## src/rtl/core/bsc_pkg.sv

```systemverilog
`timescale 1ns / 1ps
package bsc_pkg;

  // ascii pad character
  localparam logic [7:0] PAD_CHAR = 8'h3D;

  // queue depth between front and back
  localparam int unsigned QUEUE_DEPTH = 2;

  typedef enum logic {
    MODE_ENCODE = 1'b0,
    MODE_DECODE = 1'b1
  } mode_t;

  // one decoded-or-encoded burst of up to four results
  typedef struct packed {
    logic [3:0][7:0] ch;
    logic [1:0]      last_idx;
    logic            eos;
    logic            nd;
  } job_t;

  // sextet to alphabet character
  function automatic logic [7:0] enc_char(input logic [5:0] s);
    logic [7:0] r;
    if (s < 6'd26) begin
      r = 8'd65 + {2'b00, s};
    end else if (s < 6'd52) begin
      r = 8'd71 + {2'b00, s};
    end else if (s < 6'd62) begin
      r = {2'b00, s} - 8'd4;
    end else if (s == 6'd62) begin
      r = 8'h2B;
    end else begin
      r = 8'h2F;
    end
    return r;
  endfunction

  // character to {valid, sextet}
  function automatic logic [6:0] dec_sextet(input logic [7:0] c);
    logic [7:0] d;
    logic [6:0] r;
    d = 8'd0;
    r = 7'd0;
    if (c >= 8'd65 && c <= 8'd90) begin
      d = c - 8'd65;
      r = {1'b1, d[5:0]};
    end else if (c >= 8'd97 && c <= 8'd122) begin
      d = c - 8'd71;
      r = {1'b1, d[5:0]};
    end else if (c >= 8'd48 && c <= 8'd57) begin
      d = c + 8'd4;
      r = {1'b1, d[5:0]};
    end else if (c == 8'h2B) begin
      r = {1'b1, 6'd62};
    end else if (c == 8'h2F) begin
      r = {1'b1, 6'd63};
    end
    return r;
  endfunction

endpackage

```

## src/rtl/core/base64_stream_codec.sv

```systemverilog
`timescale 1ns / 1ps
// base64 stream codec, standard alphabet
// input channel: push/full with in_char and in_last; one byte or character
//   per transaction, in_last marks the end of a stream
// result channel: empty/pop with out_char, out_end_of_stream, out_no_data;
//   the oldest result waits on the ports while empty is low
// config: apb-style port, register 0 is mode (0 encode, 1 decode); writing
//   it drops any partial group; write it only while the block is idle
// path: a result passes through the burst queue, the burst register and the
//   output register; the front stage is combinational
// throughput: the back end emits one result per cycle while the receiver pops;
//   a two-entry burst queue lets the front keep accepting while results wait
// a stalled receiver fills the output register, the burst register, then
//   the queue, and full rises; nothing is lost
// reset clears mode to encode and empties the stream state and queue
module base64_stream_codec (
  input  logic        clk,
  input  logic        rst_n,
  input  logic        push,
  output logic        full,
  input  logic [7:0]  in_char,
  input  logic        in_last,
  output logic        empty,
  input  logic        pop,
  output logic [7:0]  out_char,
  output logic        out_end_of_stream,
  output logic        out_no_data,
  input  logic        psel,
  input  logic        penable,
  input  logic        pwrite,
  input  logic [2:0]  paddr,
  input  logic [31:0] pwdata,
  output logic [31:0] prdata,
  output logic        pready
);

  logic          acc, cfg_wr, mode;
  logic          job_wr, q_rd, q_full, q_empty;
  bsc_pkg::job_t job, q_data;

  assign pready = 1'b1;
  assign full   = q_full;
  assign acc    = push && !q_full;

  // register 0 decode
  assign cfg_wr = psel && penable && pwrite && pready && (paddr[2] == 1'b0);
  assign prdata = (paddr[2] == 1'b0) ? {31'd0, mode} : 32'd0;

  bsc_front u_front (
    .clk      (clk),
    .rst_n    (rst_n),
    .acc      (acc),
    .in_char  (in_char),
    .in_last  (in_last),
    .cfg_wr   (cfg_wr),
    .cfg_mode (pwdata[0]),
    .mode     (mode),
    .job_wr   (job_wr),
    .job      (job)
  );

  bsc_fifo u_fifo (
    .clk     (clk),
    .rst_n   (rst_n),
    .wr      (job_wr),
    .wr_data (job),
    .rd      (q_rd),
    .rd_data (q_data),
    .q_full  (q_full),
    .q_empty (q_empty)
  );

  bsc_back u_back (
    .clk               (clk),
    .rst_n             (rst_n),
    .q_empty           (q_empty),
    .q_data            (q_data),
    .q_rd              (q_rd),
    .pop               (pop),
    .empty             (empty),
    .out_char          (out_char),
    .out_end_of_stream (out_end_of_stream),
    .out_no_data       (out_no_data)
  );

endmodule

```

## src/rtl/core/bsc_front.sv

```systemverilog
`timescale 1ns / 1ps
module bsc_front (
  input  logic              clk,
  input  logic              rst_n,
  input  logic              acc,
  input  logic [7:0]        in_char,
  input  logic              in_last,
  input  logic              cfg_wr,
  input  logic              cfg_mode,
  output logic              mode,
  output logic              job_wr,
  output bsc_pkg::job_t     job
);

  bsc_pkg::mode_t mode_r;
  logic [23:0]    gb_r, gb_nxt;
  logic [1:0]     cnt_r, cnt_nxt;
  logic           pad_r, pad_nxt;

  logic [23:0] enc_gb, dec_gb, g_al;
  logic [2:0]  nchar;
  logic [1:0]  nbyte_m1;
  logic        emit_enc, emit_dec;
  logic [6:0]  sx;

  assign mode = mode_r;
  assign enc_gb = {gb_r[15:0], in_char};
  assign sx = bsc_pkg::dec_sextet(in_char);
  assign dec_gb = {gb_r[17:0], sx[5:0]};

  // group update and burst build
  always_comb begin
    gb_nxt   = gb_r;
    cnt_nxt  = cnt_r;
    pad_nxt  = pad_r;
    emit_enc = 1'b0;
    emit_dec = 1'b0;
    g_al     = 24'd0;
    nchar    = 3'd4;
    nbyte_m1 = 2'd0;
    if (mode_r == bsc_pkg::MODE_ENCODE) begin
      if (cnt_r == 2'd2) begin
        emit_enc = 1'b1;
        g_al     = enc_gb;
        gb_nxt   = 24'd0;
        cnt_nxt  = 2'd0;
      end else begin
        gb_nxt  = enc_gb;
        cnt_nxt = cnt_r + 2'd1;
        if (in_last) begin
          emit_enc = 1'b1;
          if (cnt_r == 2'd0) begin
            g_al  = {in_char, 16'd0};
            nchar = 3'd2;
          end else begin
            g_al  = {enc_gb[15:0], 8'd0};
            nchar = 3'd3;
          end
        end
      end
    end else if (!pad_r) begin
      if (in_char == bsc_pkg::PAD_CHAR) begin
        if (cnt_r == 2'd2) begin
          emit_dec = 1'b1;
          g_al     = {gb_r[11:0], 12'd0};
          nbyte_m1 = 2'd0;
        end else if (cnt_r == 2'd3) begin
          emit_dec = 1'b1;
          g_al     = {gb_r[17:0], 6'd0};
          nbyte_m1 = 2'd1;
        end
        gb_nxt  = 24'd0;
        cnt_nxt = 2'd0;
        pad_nxt = 1'b1;
      end else if (sx[6]) begin
        if (cnt_r == 2'd3) begin
          emit_dec = 1'b1;
          g_al     = dec_gb;
          nbyte_m1 = 2'd2;
          gb_nxt   = 24'd0;
          cnt_nxt  = 2'd0;
        end else begin
          gb_nxt  = dec_gb;
          cnt_nxt = cnt_r + 2'd1;
        end
      end
    end
    // stream end clears the group, count and pad state
    if (in_last) begin
      gb_nxt  = 24'd0;
      cnt_nxt = 2'd0;
      pad_nxt = 1'b0;
    end
  end

  // burst descriptor
  always_comb begin
    job = '0;
    if (emit_enc) begin
      for (int i = 0; i < 4; i++) begin
        job.ch[i] = (3'(i) < nchar) ? bsc_pkg::enc_char(g_al[23-6*i -: 6])
                                    : bsc_pkg::PAD_CHAR;
      end
    end else if (emit_dec) begin
      // at most three bytes per decoded group
      for (int i = 0; i < 3; i++) begin
        job.ch[i] = g_al[23-8*i -: 8];
      end
    end
    job.last_idx = emit_enc ? 2'd3 : nbyte_m1;
    job.eos      = in_last;
    job.nd       = in_last && !emit_enc && !emit_dec;
    if (job.nd) begin
      job.last_idx = 2'd0;
    end
  end

  assign job_wr = acc && (emit_enc || emit_dec || in_last);

  // state registers
  always_ff @(posedge clk) begin
    if (!rst_n) begin
      mode_r <= bsc_pkg::MODE_ENCODE;
      gb_r   <= 24'd0;
      cnt_r  <= 2'd0;
      pad_r  <= 1'b0;
    end else if (cfg_wr) begin
      mode_r <= bsc_pkg::mode_t'(cfg_mode);
      gb_r   <= 24'd0;
      cnt_r  <= 2'd0;
      pad_r  <= 1'b0;
    end else if (acc) begin
      gb_r  <= gb_nxt;
      cnt_r <= cnt_nxt;
      pad_r <= pad_nxt;
    end
  end

endmodule

```

## src/rtl/core/bsc_fifo.sv

```systemverilog
`timescale 1ns / 1ps
module bsc_fifo (
  input  logic          clk,
  input  logic          rst_n,
  input  logic          wr,
  input  bsc_pkg::job_t wr_data,
  input  logic          rd,
  output bsc_pkg::job_t rd_data,
  output logic          q_full,
  output logic          q_empty
);

  localparam int unsigned PW = $clog2(bsc_pkg::QUEUE_DEPTH);

  bsc_pkg::job_t mem [bsc_pkg::QUEUE_DEPTH];
  logic [PW-1:0] wp_r, rp_r;
  logic [PW:0]   cnt_r, cnt_nxt;

  assign q_full  = (cnt_r == (PW+1)'(bsc_pkg::QUEUE_DEPTH));
  assign q_empty = (cnt_r == '0);
  assign rd_data = mem[rp_r];

  // occupancy
  always_comb begin
    cnt_nxt = cnt_r;
    if (wr && !rd) begin
      cnt_nxt = cnt_r + 1'b1;
    end else if (rd && !wr) begin
      cnt_nxt = cnt_r - 1'b1;
    end
  end

  // storage
  always_ff @(posedge clk) begin
    if (wr) begin
      mem[wp_r] <= wr_data;
    end
  end

  // pointers
  always_ff @(posedge clk) begin
    if (!rst_n) begin
      wp_r  <= '0;
      rp_r  <= '0;
      cnt_r <= '0;
    end else begin
      if (wr) begin
        wp_r <= wp_r + 1'b1;
      end
      if (rd) begin
        rp_r <= rp_r + 1'b1;
      end
      cnt_r <= cnt_nxt;
    end
  end

endmodule

```

## src/rtl/core/bsc_back.sv

```systemverilog
`timescale 1ns / 1ps
module bsc_back (
  input  logic          clk,
  input  logic          rst_n,
  input  logic          q_empty,
  input  bsc_pkg::job_t q_data,
  output logic          q_rd,
  input  logic          pop,
  output logic          empty,
  output logic [7:0]    out_char,
  output logic          out_end_of_stream,
  output logic          out_no_data
);

  bsc_pkg::job_t cur_r;
  logic          cur_v_r;
  logic [1:0]    idx_r;
  logic          out_v_r;
  logic [7:0]    out_char_r;
  logic          eos_r, nd_r;
  logic          load_out, cur_done, cur_free;

  assign load_out = cur_v_r && (!out_v_r || pop);
  assign cur_done = load_out && (idx_r == cur_r.last_idx);
  assign cur_free = !cur_v_r || cur_done;
  assign q_rd     = cur_free && !q_empty;

  assign empty             = !out_v_r;
  assign out_char          = out_char_r;
  assign out_end_of_stream = eos_r;
  assign out_no_data       = nd_r;

  // current burst and result index
  always_ff @(posedge clk) begin
    if (!rst_n) begin
      cur_v_r <= 1'b0;
      idx_r   <= 2'd0;
    end else if (q_rd) begin
      cur_v_r <= 1'b1;
      idx_r   <= 2'd0;
    end else if (cur_done) begin
      cur_v_r <= 1'b0;
      idx_r   <= 2'd0;
    end else if (load_out) begin
      idx_r <= idx_r + 2'd1;
    end
  end

  always_ff @(posedge clk) begin
    if (q_rd) begin
      cur_r <= q_data;
    end
  end

  // output register
  always_ff @(posedge clk) begin
    if (!rst_n) begin
      out_v_r <= 1'b0;
    end else if (load_out) begin
      out_v_r <= 1'b1;
    end else if (pop) begin
      out_v_r <= 1'b0;
    end
  end

  always_ff @(posedge clk) begin
    if (load_out) begin
      out_char_r <= cur_r.ch[idx_r];
      eos_r      <= cur_r.eos && (idx_r == cur_r.last_idx);
      nd_r       <= cur_r.nd;
    end
  end

`ifndef SYNTHESIS
  a_idx_in_range: assert property (@(posedge clk) disable iff (!rst_n)
    cur_v_r |-> (idx_r <= cur_r.last_idx))
    else $error("result index past end of burst");

  a_nd_closes: assert property (@(posedge clk) disable iff (!rst_n)
    (out_v_r && nd_r) |-> (eos_r && out_char_r == 8'd0))
    else $error("empty result does not close the stream");

  a_fetch_only_free: assert property (@(posedge clk) disable iff (!rst_n)
    q_rd |-> (!cur_v_r || cur_done))
    else $error("burst fetched over a live one");

  a_pop_advances: assert property (@(posedge clk) disable iff (!rst_n)
    (out_v_r && pop && !cur_v_r) |=> !out_v_r)
    else $error("taken result not retired");
`endif

endmodule

```

## config.mk

```make
export PLATFORM = sky130hd
export DESIGN_NAME = base64_stream_codec
export DESIGN_NICKNAME = d
export VERILOG_FILES = /design/src/rtl/core/bsc_pkg.sv /design/src/rtl/core/base64_stream_codec.sv /design/src/rtl/core/bsc_front.sv /design/src/rtl/core/bsc_fifo.sv /design/src/rtl/core/bsc_back.sv
export SDC_FILE = /design/constraint.sdc
export NUM_CORES = 1
export LEC_CHECK = 0
export BUFFER_PORTS_ARGS = -buffer_cell sky130_fd_sc_hd__buf_2
export CAP_MARGIN = 20
export CORE_UTILIZATION = 60
export CTS_CLUSTER_DIAMETER = 60
export DETAILED_ROUTE_END_ITERATION = 10
export PLACE_DENSITY = 0.86
export SYNTH_ARGS = -nofsm -noshare
export SYNTH_HDL_FRONTEND = slang
export SYNTH_SLANG_ARGS = --single-unit
export TNS_END_PERCENT = 50
```

## constraint.sdc

```tcl
create_clock -name clk -period 5.25 [get_ports clk]
set_input_delay 0.2625 -clock clk [delete_from_list [all_inputs] [get_ports clk]]
set_output_delay 0.2625 -clock clk [all_outputs]
set_load 0.01 [all_outputs]
```

==> flow_results.org, run 1 <==
** Timing
- Final hold slack :: 0.0918 ns
- Of the available clock period, the critical path in the final layout requires 0.830.
- The clock arrives with 0.0125 ns of skew.
- Final Hold Viols :: 0
- Sum Neg Setup Slack :: 0 ns
- Measured against its own limit, the worst slew margin works out to 0.460.
- At the pin with the least slew margin, the transition time is 0.807 ns.
- Setup repair after global routing missed its margin :: false
- F_max :: 229 MHz
- The worst path in the final design needs a cycle of 4.36 ns, including I/O delays and setup.
- Fin. max-slew vios :: 0
- Setup violations remaining at the end of the flow were counted as 0.

** Routing
- Vias per Instance :: 6.38
- Average detailed-routed wire length per instance :: 20.0 microns
- Detailed routing inserted a total of 7133 vias.
- Number of violations reported at the end of detailed-routing iteration 0 :: 678
- The first detailed-routing pass took 6 iterations.
- Once detail routing completed, the nets flagged for antenna violations numbered 0.
- Post-detailed-routing wire length :: 22300 microns
- DR DRC count :: 0

** Clock network
- The H-tree was split into 4 levels.
- CTS saw 148 sinks.
- The number of clock buffers added by TritonCTS is 17.
- Post-CTS timing repair inserted 0 buffers for setup.
- Once the clock tree was built, the resizer swapped 0 gates to a different size.
- Clock latency on the worst-skew pair, taken at its later pin, is 0.43 ns.
- Clock-pin slew was measured on the worst setup and hold paths at 0.06 ns.
- Clock root buffer master :: clkbuf_16
- Buffers inserted to repair hold after CTS numbered 0.
- Clock tree from TritonCTS :: yes
- Clock Tree Buf Depth :: 2

** Yosys
- After synthesis, the cell types taking the most area are edfxtp_1 38%, dfxtp_1 6.4%, ha_1 5.2%, mux2_2 4.7%, nor2_1 3.2%.
- Fraction of synthesized cell area taken by the top area cell type :: 0.378
- Cell taking the most area after synthesis :: edfxtp_1
- Top FF cell, synth :: edfxtp_1
- Synthesis produced 906 cells.
- Flip-flop and latch count after synthesis :: 148
- Synthesis instantiated 102 different standard cells from the library.
- Area share of and/or/nand/nor cells after synthesis :: 0.144
- Of the total synthesized cell area, the portion taken by XOR and XNOR cells is 0.0159.
- The Yosys step of the flow raised 0 warnings.
- After synthesis, the share of cell area in mux cells is 0.0758.
- A synthesized cell averages 10.3 sq um.
- Dominant combinational cell family by area after synthesis :: compound AO/OA/AOI/OAI gates
- The share of the Yosys chip area taken by registers is 0.442.
- After synthesis, the share of flip-flops with an asynchronous set or reset is 0.
- Area fraction in compound gates after synthesis :: 0.203
- Of the total synthesized cell area, the portion taken by full adders, half adders and majority gates is 0.0521.
- Post-synth EDFFs :: 118
- The synthesized netlist occupies a cell area of 9370 sq um.

** Job
- The tool flagged a number of max-cap violations equal to 0.

** Setup path
- R2R setup slack :: 0.89 ns
- Data on the critical path is required at its endpoint by 5.44 ns.
- The most critical setup path has its startpoint at in_char[0].
- The endpoint identified for the worst register-to-register timing path is u_fifo.mem[0][9].
- Reg2reg start :: u_front.cnt_r[0]
- Worst Reg2Reg Path Length in Cells :: 16
- Nature of the critical path startpoint :: primary input
- Kind of critical path :: in -> reg
- Along the worst path, the maximum fanout reaches 12.
- In this run the worst setup path terminates at u_fifo.mem[0][31].
- Arrival time at the worst endpoint :: 4.54 ns
- Critical Path End Type :: register

** Place
- Input and output buffers added on the ports amount to 30.
- The congestion estimate from routability-driven global placement came to 0.969.
- DP HPWL :: 15400 microns

** Hold path
- The min-delay analysis places its worst path in the category in -> reg.

** Die
- Ports :: 96
- Die height :: 127 microns
- Effective utilization at floorplan :: 0.617
- Die footprint :: 16100 sq um
- Horizontal die dimension :: 127 microns
- The floorplan has 45 rows.
- Core region area :: 15200 sq um

** Finish
- Layout-stage area growth over the synthesis result :: 8.25%
- Summing all multi-input logic gate instances after layout gives 4730 sq um.
- After filler insertion, the fill cell instance count of the layout stands at 1176.
- The final layout contains 1007 nets.
- The sequential cells in the finished layout cover a total of 4140 sq um.
- Of the cells placed in the final design, the portion with a size suffix greater than 1 is 0.182.
- The number of antenna diodes in the final layout is 0.

** Global routing
- The first global-routing pass estimated 35600 microns of wire.
- The initial antenna violation count is 0.
- Via count of the first global-routing pass :: 6669
- Summed over all layers, the global routing overflow is 0.
- All-layer global routing usage :: 0.289
- Entering global routing, the biggest net connects 41 pins.

** Power
- VDD IR max :: 0.225 mV
- Pwr per Cell Area :: 380 nW/um^2
- Total power :: 3860 uW
- The share of total power dissipated in combinational logic is 0.232.
- Of the total power, the share spent switching nets is 0.298.
- Psw :: 1150 uW
- Leakage :: 0.00376 uW
- Internal power contribution :: 2710 uW
- Share of power burned in the clock network :: 0.324
- Reg power frac :: 0.444

** Run status
- The run finished with clean final reports.
==> state kept, by name (all words and copies together), names as in the netlist, 2 cells and up <==
signal and flops:
u_back.out_char 8, u_front.cnt_r 2, u_fifo.cnt_r 2, u_front.gb_r 18, u_fifo.mem 72, u_back.cur_r 36
u_back.idx_r 2
==> power groups by stage <==
| stage | sequential, uW | combinational [uW] | clock (uW) |
|---|---|---|---|
| 5_1_grt | 1740 | 975 | 1310 |
| 6_report | 1720 | 894 | 1250 |
| 2_1_floorplan | 1670 | 687 | 0 |
| 4_1_cts | 1720 | 874 | 1260 |
| 3_3_place_gp | 1720 | 834 | 0 |
| 3_5_place_dp | 1740 | 866 | 0 |
==> logic make-up (layout without fill, tap and decap cells) <==
| family | count (synthesis) | after routing |
|---|---|---|
| muxes | 56 | 56 |
| AOI/OAI and AO/OA | 259 | 259 |
| adders and majority gates | 39 | 39 |
| other | 2 | 32 |
| xor gates and xnor gates | 17 | 17 |
| DFF | 148 | 148 |
| buffers and inverters | 118 | 112 |
| and+or+nand+nor | 267 | 267 |
==> synthesized netlist by cell type, types with 8 or more instances <==
cell	count
edfxtp_1	118
nand3_1	22
dfxtp_1	30
and2_1	9
mux2_2	39
nor3_1	13
a21o_1	10
xor2_1	8
a31oi_1	18
nand2_1	66
nand3b_1	9
buf_2	15
ha_1	39
a21oi_1	57
clkbuf_1	29
a211oi_1	28
mux2i_1	8
inv_1	29
o21ai_0	26
xnor2_1	9
a22oi_1	20
and3_1	13
nor2_1	80
nor2b_1	13
buf_4	38
mux4_2	8
==> worst max-delay path: stages <==
cell and delay (ns):
buf_2 0.23, inv_1 0.15, ha_1 0.27, and2b_1 0.26
a2bb2oi_2 0.29, nor2_1 0.17, a221oi_1 0.45, nor2_1 0.12
a21boi_1 0.37, inv_1 0.17, ha_1 0.26, and3_1 0.17
a311o_1 0.37, a21o_4 0.27, nor3_2 0.23, a31oi_1 0.07
a311oi_1 0.43
==> cell usage in the layout, fill, tap and decap left out, drive strengths merged, types with 30 or more instances in the layout <==
master | netlist | final
dfxtp | 30 | 30
edfxtp | 118 | 118
buf | 56 | 49
conb | 2 | 32
o21ai | 32 | 32
ha | 39 | 39
inv | 31 | 35
nand2 | 67 | 67
a21oi | 60 | 60
mux2 | 40 | 40
nor2 | 83 | 83
==> per-layer routing <==
metal / global-route usage / part of all wire / wire, microns
met1: 0.382 / 0.42 / 9270
met2: 0.477 / 0.48 / 10800
met3: 0.0565 / 0.078 / 1740
met4: 0.0987 / 0.023 / 522
met5: 0 / 0 / 0
==> stage by stage <==
stage | instances | utilization | worst slack, ns | instance area, sq um
after global routing | 1118 | 0.667 | 0.528 | 10100
after CTS | 1115 | 0.664 | 0.975 | 10100
after floorplan | 936 | - | 1.02 | 9490
after global placement | 1083 | 0.625 | 0.645 | 9490
final | 1118 | 0.667 | 0.893 | 10100
after detailed placement | 1083 | 0.625 | 0.604 | 9490
==> worst min-delay path by stage <==
stage                                from                  to  slack, ns  cells after the start
final                           pwdata[0]        u_front.mode       0.09                      3
after global routing            pwdata[0]        u_front.mode        0.1                      3
after global placement    u_back.cur_r[0]  u_back.out_no_data       0.40                      0
after floorplan                   in_last    u_fifo.mem[0][1]       0.36                      0
after CTS                       pwdata[0]        u_front.mode       0.09                      3
after detailed placement  u_back.cur_r[0]  u_back.out_no_data       0.42                      0
==> cell type report <==
cell class / count / area share
clock inverters: 14 / 0.0175
multi-input cells: 670 / 0.466
flip-flops and latches: 148 / 0.408
clock buffers: 18 / 0.0423
inverters: 31 / 0.0115
repair buffers: 49 / 0.0312
well taps: 188 / 0.0232
Note: power is estimated with default switching activity, not from simulation.
==> inputs of run 2 (changes only) <==
--- a/config.mk
+++ b/config.mk
@@ -5,6 +5,7 @@
 export SDC_FILE = /design/constraint.sdc
 export NUM_CORES = 1
 export LEC_CHECK = 0
+export ABC_AREA = 1
 export BUFFER_PORTS_ARGS = -buffer_cell sky130_fd_sc_hd__buf_2
 export CAP_MARGIN = 20
 export CORE_UTILIZATION = 60
==> constraint.sdc (replaced) <==
create_clock -name clk -period 4.25 [get_ports clk]
set_input_delay 0.2125 -clock clk [delete_from_list [all_inputs] [get_ports clk]]
set_output_delay 0.2125 -clock clk [all_outputs]
set_load 0.01 [all_outputs]
==> run 2 against run 1 <==
Largest power group unchanged; core utilization is 0.22 points higher; largest cell class unchanged; via count increased by 13%; design area rose by 0.70%; critical path type is now reg -> reg.
==> flow_results.org, run 2 <==
** Clock network
- The clock tree synthesis step divided the H-tree into 4 levels.
- Buffers inserted to repair hold after CTS numbered 0.
- Resized Gates After CTS :: 0
- Clock Tree Buf Depth :: 2
- TritonCTS sink count :: 148
- Clock root buffer master :: clkbuf_16
- Clock tree synthesis inserted a total of 17 buffers.
- Clock tree from TritonCTS :: yes
- Clock-pin slew was measured on the worst setup and hold paths at 0.06 ns.
- Clock latency on the worst-skew pair, taken at its later pin, is 0.42 ns.
- Number of buffers added for setup after CTS :: 0

** Setup path
- The worst setup path is launched from a register.
- In this design, the largest share of critical-path delay is due to simple AND/OR/NAND/NOR gates.
- Arrival time at the worst endpoint :: 3.69 ns
- The worst register-to-register path begins at u_front.cnt_r[0].
- Slowest cell on the critical path :: nor2_1
- Highest net fanout along the worst path :: 16
- The number of buffers and inverters on the critical path is 5.
- Tracing the worst setup path back leads to its startpoint at u_front.cnt_r[0].
- CP dominant cell by count :: inv_1
- Critical-path cell list :: inv_1, ha_1, inv_2, nand2_1, nor2_1, a32oi_1, nand2_1, inv_1, ha_1, inv_1, nand3_2, nor2_1, inv_1, o21ai_1, nand2_1
- STA puts the critical path data required time at 4.41 ns.
- Critical Path End Type :: register
- Kind of critical path :: reg -> reg
- Slowest cell delay on critical path :: 0.52 ns

** Job
- The tool flagged a number of max-cap violations equal to 0.

** Yosys
- Unique masters post-synth :: 46
- The biggest area contributor in the post-synthesis netlist is edfxtp_1.
- A synthesized cell averages 8.13 sq um.
- In this run, synthesis produced a sequential element count of 148.
- Cell area after synthesis :: 9430 sq um
- Post-synth EDFFs :: 118
- Counting instances in the post-synthesis netlist gives the leading cell types as 323 x nand2_1, 118 x edfxtp_1, 103 x inv_1, 103 x nor2_1, 78 x nand3_1.
- Of the post-synthesis cell area, the dominant cell type holds 0.376.
- Cells after synthesis :: 1159
- For this run, the number of Yosys warnings is 0.
- Cell types with the largest area share after synthesis :: edfxtp_1 38%, nand2_1 13%, dfxtp_1 6.4%, ha_1 5.2%, nand3_1 4.1%
- Fraction of registers with async set/reset :: 0
- For this run, the leading register cell type out of synthesis is edfxtp_1.
- Among all cell types in the netlist, the one instantiated most often is nand2_1.
- Of the synthesized area, sequential elements account for 0.440.

** Timing
- The final count of hold timing violations was 0.
- Sum Neg Setup Slack :: 0 ns
- At the pin with the least slew margin, the transition time is 0.802 ns.
- Layout Skew :: 0.0116 ns
- The final max-slew violation count is 0.
- The worst pin sits at a relative slew slack of 0.464.
- Setup violations remaining at the end of the flow were counted as 0.
- Final cycle utilization of the critical path :: 0.831
- Setup repair after global routing missed its margin :: false
- Worst setup margin :: 0.719 ns
- Timing would allow up to 283 MHz.
- The worst path needs 3.53 ns of the cycle, external delays included.

** Routing
- In this run the remaining antenna-violating nets after routing total 0.
- After the first detailed-routing iteration, the DRC count stood at 928.
- Post-detailed-routing wire length :: 22700 microns
- First-pass iteration count of the detailed router :: 5
- Overall via count from detail_route :: 8088
- In the final routed layout, each cell accounts on average for 16.2 microns.
- DR DRC count :: 0
- Vias per Instance :: 5.76

** Hold path
- The worst hold path begins at pop.
- In this run the worst hold path is classified as in -> reg.

** Power
- In this run the power density over the cells is 517 nW/um^2.
- Leakage :: 0.00445 uW
- Overall power consumption after layout is estimated at 5280 uW.
- Across the VDD grid, the largest voltage drop is 0.352 mV.

** Finish
- Most flops, register :: u_fifo.mem
- Registers with the most flip-flops :: u_fifo.mem: 72 flops, u_back.cur_r: 36 flops, u_front.gb_r: 18 flops
- Counting the fill cells in the layout gives 1253.
- The number of antenna diodes in the final layout is 0.
- Most frequent cells in the layout :: 323 x nand2_1, 118 x edfxtp_1, 103 x inv_1, 101 x nor2_1, 78 x nand3_1
- Non-filler cells, final :: 1405
- For this run, the post-layout net count is 1271.
- Of the cells placed in the final design, the portion with a size suffix greater than 1 is 0.124.
- The register with the most flip-flops in the layout has 72 of them.
- Relative to the synthesized area, the layout overhead comes to 8.40%.
- At the end of the flow the core is filled with cells to 0.670.
- The library cell used most frequently in the layout, excluding fill and tap cells, is nand2_1.

** Run status
- The flow ran to the end, and the final reports show no timing, DRC or antenna violations.

** Die
- Cell row count :: 45
- The floorplan step set the die width to 127 microns.
- 96 I/O pins were placed.
- The total area inside the core boundary comes to 15300 sq um.
- The die is 127 microns tall.
- The die covers 16200 sq um.
- For this configuration, the core starts out at a cell density of 0.618.

** Place
- Counting tap cells, the placed design contains a total of 1373 instances.
- Final RePlAce weighted congestion :: 0.981
- After legalization and detailed placement, the total HPWL measured 16200 microns.
- Setup Slack @ Placement :: 0.716 ns
- Buffers on Ports :: 30

** Global routing
- Entering global routing, the biggest net connects 38 pins.
- The first global-routing pass estimated 36100 microns of wire.
- All-layer global routing usage :: 0.290
- The number of global-route vias before repair was 7167.
- Summed over all layers, the global routing overflow is 0.
- The initial antenna violation count was 0.
==> run 2: changes by cell type after synthesis, sizes merged, moves of 14 or more <==
cell and delta:
nand3 +65, a22oi -19, o22ai +14, a21oi -21
mux2 -40, nand4 +14, o21ai +40, nand2 +286
a31oi -19, inv +89, nor2 +31
==> run 2: metrics by stage <==
step / area, sq um / hold slack [ns]
final: 10200 / 0.0680
after global routing: 10200 / 0.0647
after CTS: 10200 / 0.0561
after detailed placement: 9630 / 0.459
after global placement: 9630 / 0.422
after floorplan: 9540 / 0.311
==> run 2: cells by family after synthesis <==
group / Yosys count / synth area share
AOI/OAI and AO/OA: 185 / 0.123
xor gates and xnor gates: 19 / 0.0177
adders and majority gates: 39 / 0.0518
buffers and inverters: 187 / 0.0903
DFF: 148 / 0.440
other: 2 / 0.000797
and+or+nand+nor: 579 / 0.277
==> run 2: worst paths after layout <==
path,endpoint,slack (ns),cells after the start
max,u_fifo.mem[1][4],0.72,15
min,u_back.out_v_r,0.07,3
min reg2reg,u_back.out_no_data,0.46,0
max reg2reg,u_fifo.mem[1][4],0.72,15
==> run 2: area by class of cell <==
cell class / count / area [sq um] / share of cell area
Sequential cell: 148 / 4140 / 0.406
Clock inverter: 13 / 156 / 0.0153
Multi-Input combinational cell: 854 / 4550 / 0.445
Timing Repair Buffer: 39 / 218 / 0.0213
Clock buffer: 19 / 433 / 0.0424
Inverter: 121 / 454 / 0.0444
Tap cell: 211 / 264 / 0.0258
==> run 2: metal layers <==
layer,track usage,share of wire
met1,0.386,0.40
met2,0.468,0.48
met3,0.0637,0.096
met4,0.106,0.028
met5,0,0
==> run 2: where the power goes <==
group	switching (uW)	total, uW	internal (uW)
Sequential	137	2200	2060
Clock	576	1500	921
Combinational	1130	1590	451
==> run 2: tightest hold or removal path, cell delays in order <==
cell and delay (ns):
buf_2 0.07, or2_2 0.10, a21oi_1 0.06
==> inputs of run 3 (changes only) <==
--- a/config.mk
+++ b/config.mk
@@ -8,10 +8,10 @@
 export ABC_AREA = 1
 export BUFFER_PORTS_ARGS = -buffer_cell sky130_fd_sc_hd__buf_2
 export CAP_MARGIN = 20
-export CORE_UTILIZATION = 60
+export CORE_UTILIZATION = 54
 export CTS_CLUSTER_DIAMETER = 60
 export DETAILED_ROUTE_END_ITERATION = 10
-export PLACE_DENSITY = 0.86
+export PLACE_DENSITY = 0.82
 export SYNTH_ARGS = -nofsm -noshare
 export SYNTH_HDL_FRONTEND = slang
 export SYNTH_SLANG_ARGS = --single-unit
==> constraint.sdc (replaced) <==
create_clock -name clk -period 3.2 [get_ports clk]
set_input_delay 0.16 -clock clk [delete_from_list [all_inputs] [get_ports clk]]
set_output_delay 0.16 -clock clk [all_outputs]
set_load 0.01 [all_outputs]
==> run 3 against run 2 <==
Via count rose by 1.6%; largest power group unchanged; largest cell class unchanged; design area increased by 4.0%; critical path depth stayed put; sequential cell count is the same; highest routed layer unchanged.
==> flow_results.org, run 3 (synthesized netlist as in run 2, its figures left out) <==
** Finish
- Total of fill cells in the finished design :: 1439
- Most common library cell in the layout ignoring fill and taps :: nand2_1
- 0 antenna diodes ended up in the layout.
- In the final layout, the share of cells above drive strength 1 is 0.159.
- Multi-input logic area :: 4560 sq um
- Registers with the most flip-flops :: u_fifo.mem: 72 flops, u_back.cur_r: 36 flops, u_front.gb_r: 18 flops
- From synthesis to final layout, the design area changed by 12.7%.
- Number of nets in the finished design :: 1318
- Flip-flop count of the largest register, all copies and words added :: 72
- Summing all flip-flop and latch instances after layout gives 4140 sq um.
- Most flops, register :: u_fifo.mem
- Most frequent cells in the layout :: 323 x nand2_1, 118 x edfxtp_1, 103 x inv_1, 100 x nor2_1, 78 x nand3_1

** Timing
- Final setup fails :: 0
- Worst setup margin :: 0.232 ns
- F_max :: 337 MHz
- Adding up every negative setup slack in the final design gives 0 ns.
- Layout Skew :: 0.0132 ns
- Shortest period the worst path allows :: 2.97 ns
- Dividing the final minimum period by the clock period gives 0.928.
- Fin. max-slew vios :: 0
- Final Hold Viols :: 0
- Worst slew pin tran :: 0.758 ns
- The worst pin sits at a relative slew slack of 0.493.
- Setup repair after global routing left no endpoint under its margin.

** Routing
- Antenna viol nets, final :: 0
- For this block, the initial DRC count from the detailed router was 805.
- Post-detailed-routing wire length :: 24000 microns
- Average detailed-routed wire length per instance :: 16.4 microns
- In the routed layout, each cell is associated on average with a via count of 5.62.
- Overall via count from detail_route :: 8216
- The pre-antenna-repair detailed-routing pass consisted of 6 iterations.
- DR DRC count :: 0

** Power
- Of the total power, combinational logic draws 0.322.
- Psw :: 2600 uW
- Pwr per Cell Area :: 674 nW/um^2
- Reg power frac :: 0.405
- Switching Share :: 0.364
- IR analysis of the VDD net gives a maximum drop of 0.644 mV.
- In this run the static leakage power is 0.00467 uW.
- Share of power burned in the clock network :: 0.273
- Internal power comes to 4560 uW.

** Die
- Core region area :: 16800 sq um
- Horizontal die dimension :: 134 microns
- Effective utilization at floorplan :: 0.560
- The floorplan step defined a die boundary enclosing 18000 sq um.
- Ports :: 96
- From bottom edge to top edge, the die measures 134 microns.
- Cell row count :: 47

** Place
- Routability-driven placement finished with a final weighted congestion of 0.966.
- Setup Slack @ Placement :: 0.0848 ns
- DP HPWL :: 17500 microns
- Buffers on Ports :: 30

** Clock network
- The number of setup buffers added after CTS is 0.
- Clock root buffer master :: clkbuf_16
- Clock insertion delay at the later pin of the skew report :: 0.43 ns
- TritonCTS sink count :: 148
- In this run, CTS created clock tree buffers numbering 17.
- No sink is reached through more buffers than the 2 on the longest clock path.
- Clock-pin slew on the worst setup and hold paths :: 0.07 ns
- TritonCTS built the clock tree.
- In this run the number of H-tree levels came out at 4.

** Job
- MaxCap Viol Count :: 0

** Setup path
- Nature of the critical path startpoint :: register
- R2R setup slack :: 0.23 ns
- Worst Reg2Reg Path Length in Cells :: 15
- For the worst setup path, the data arrival time is 3.14 ns.
- The kind of cell with the highest combined delay along the critical path is buffers and inverters.
- The worst setup path is captured at a register.
- Slowest cell on the critical path :: dfxtp_1
- Highest net fanout along the worst path :: 13
- The worst setup path is of the reg -> reg kind.
- The largest single stage delay on the critical path is 0.42 ns.
- In this run the number of cells on the critical path is 15.
- Walking the worst path, the cells encountered are inv_1, ha_1, inv_2, nand2_1, nor2_4, buf_4, inv_1, o22ai_1, a21oi_4, inv_2, nand3_2, o21ai_0, nand2_1, o211ai_1, nand2_1.
- The most numerous cell type found on the critical path is nand2_1.
- Data required, critical path :: 3.37 ns
- Critical path buffers and inverters :: 5

** Global routing
- The initial antenna violation count came to 0.
- First-pass GRT wire length :: 38000 microns
- The number of global-route vias before repair came to 7574.
- All-layer global routing usage :: 0.273
- Overflow after GRT :: 0
- Entering global routing, the biggest net connects 37 pins.

** Hold path
- The min-delay analysis places its worst path in the category in -> reg.
- The worst hold path passes through 3 cells.

** Run status
- The run finished with clean final reports.
run 3: cell types whose count changed in the layout (fill, tap and decap cells not counted), sizes merged:
cell,change
dlygate4sd3,+1
clkbuf,-2
buf,+46
clkinv,-2
bufinv,-2
inv,+3
clkinvlp,+3
run 3: timing repair:
action	CTS	global route
endpoints found under the hold margin	1	0
endpoints found under the setup margin	0	32
gates resized for setup	0	4
hold buffers	1	0
run 3: layout make-up:
class / count / share of cell area
sequential: 148 / 0.390
tap: 220 / 0.0259
timing repair buffer: 86 / 0.0582
clock buffer: 17 / 0.0400
inverter: 121 / 0.0427
clock inverter: 15 / 0.0141
multi-input combinational: 854 / 0.429
run 3: worst paths after layout:
path | startpoint | to
min | pop | u_back.out_v_r
min reg2reg | u_back.cur_r[0] | u_back.out_no_data
max | u_front.cnt_r[0] | u_fifo.mem[1][13]
max reg2reg | u_front.cnt_r[0] | u_fifo.mem[1][13]
run 3: metal layers:
layer	up-vias	wire, microns	global-route usage
li1	3989	-	-
met1	3750	9770	0.356
met2	410	11400	0.457
met3	67	2010	0.0385
met4	0	741	0.108
met5	-	0	0
run 3: per-stage QoR:
step           power [uW]  cells   util  hold slack (ns)  instance area (sq um)
6_report             7160   1461  0.632           0.0122                  10600
5_1_grt              7540   1461  0.632           0.0223                  10600
4_1_cts              7150   1461  0.631          0.00405                  10600
3_5_place_dp         5200   1428  0.596            0.424                  10000
3_3_place_gp         5080   1427  0.595            0.405                  10000
2_1_floorplan        4440   1189      -            0.259                   9540
run 3: power by group through the flow:
stage	clock [uW]	sequential, uW	combinational, uW
after floorplan	0	2900	1540
after global placement	0	2920	2160
after detailed placement	0	2940	2260
after CTS	1960	2900	2290
after global routing	2050	2930	2560
final	1950	2900	2310
run 3: worst min-delay path: cells and delay by family:
family                 cells  cell delay (ns)
and+or+nand+nor            1             0.10
buffers and inverters      1             0.07
AOI/OAI and AO/OA          1             0.06
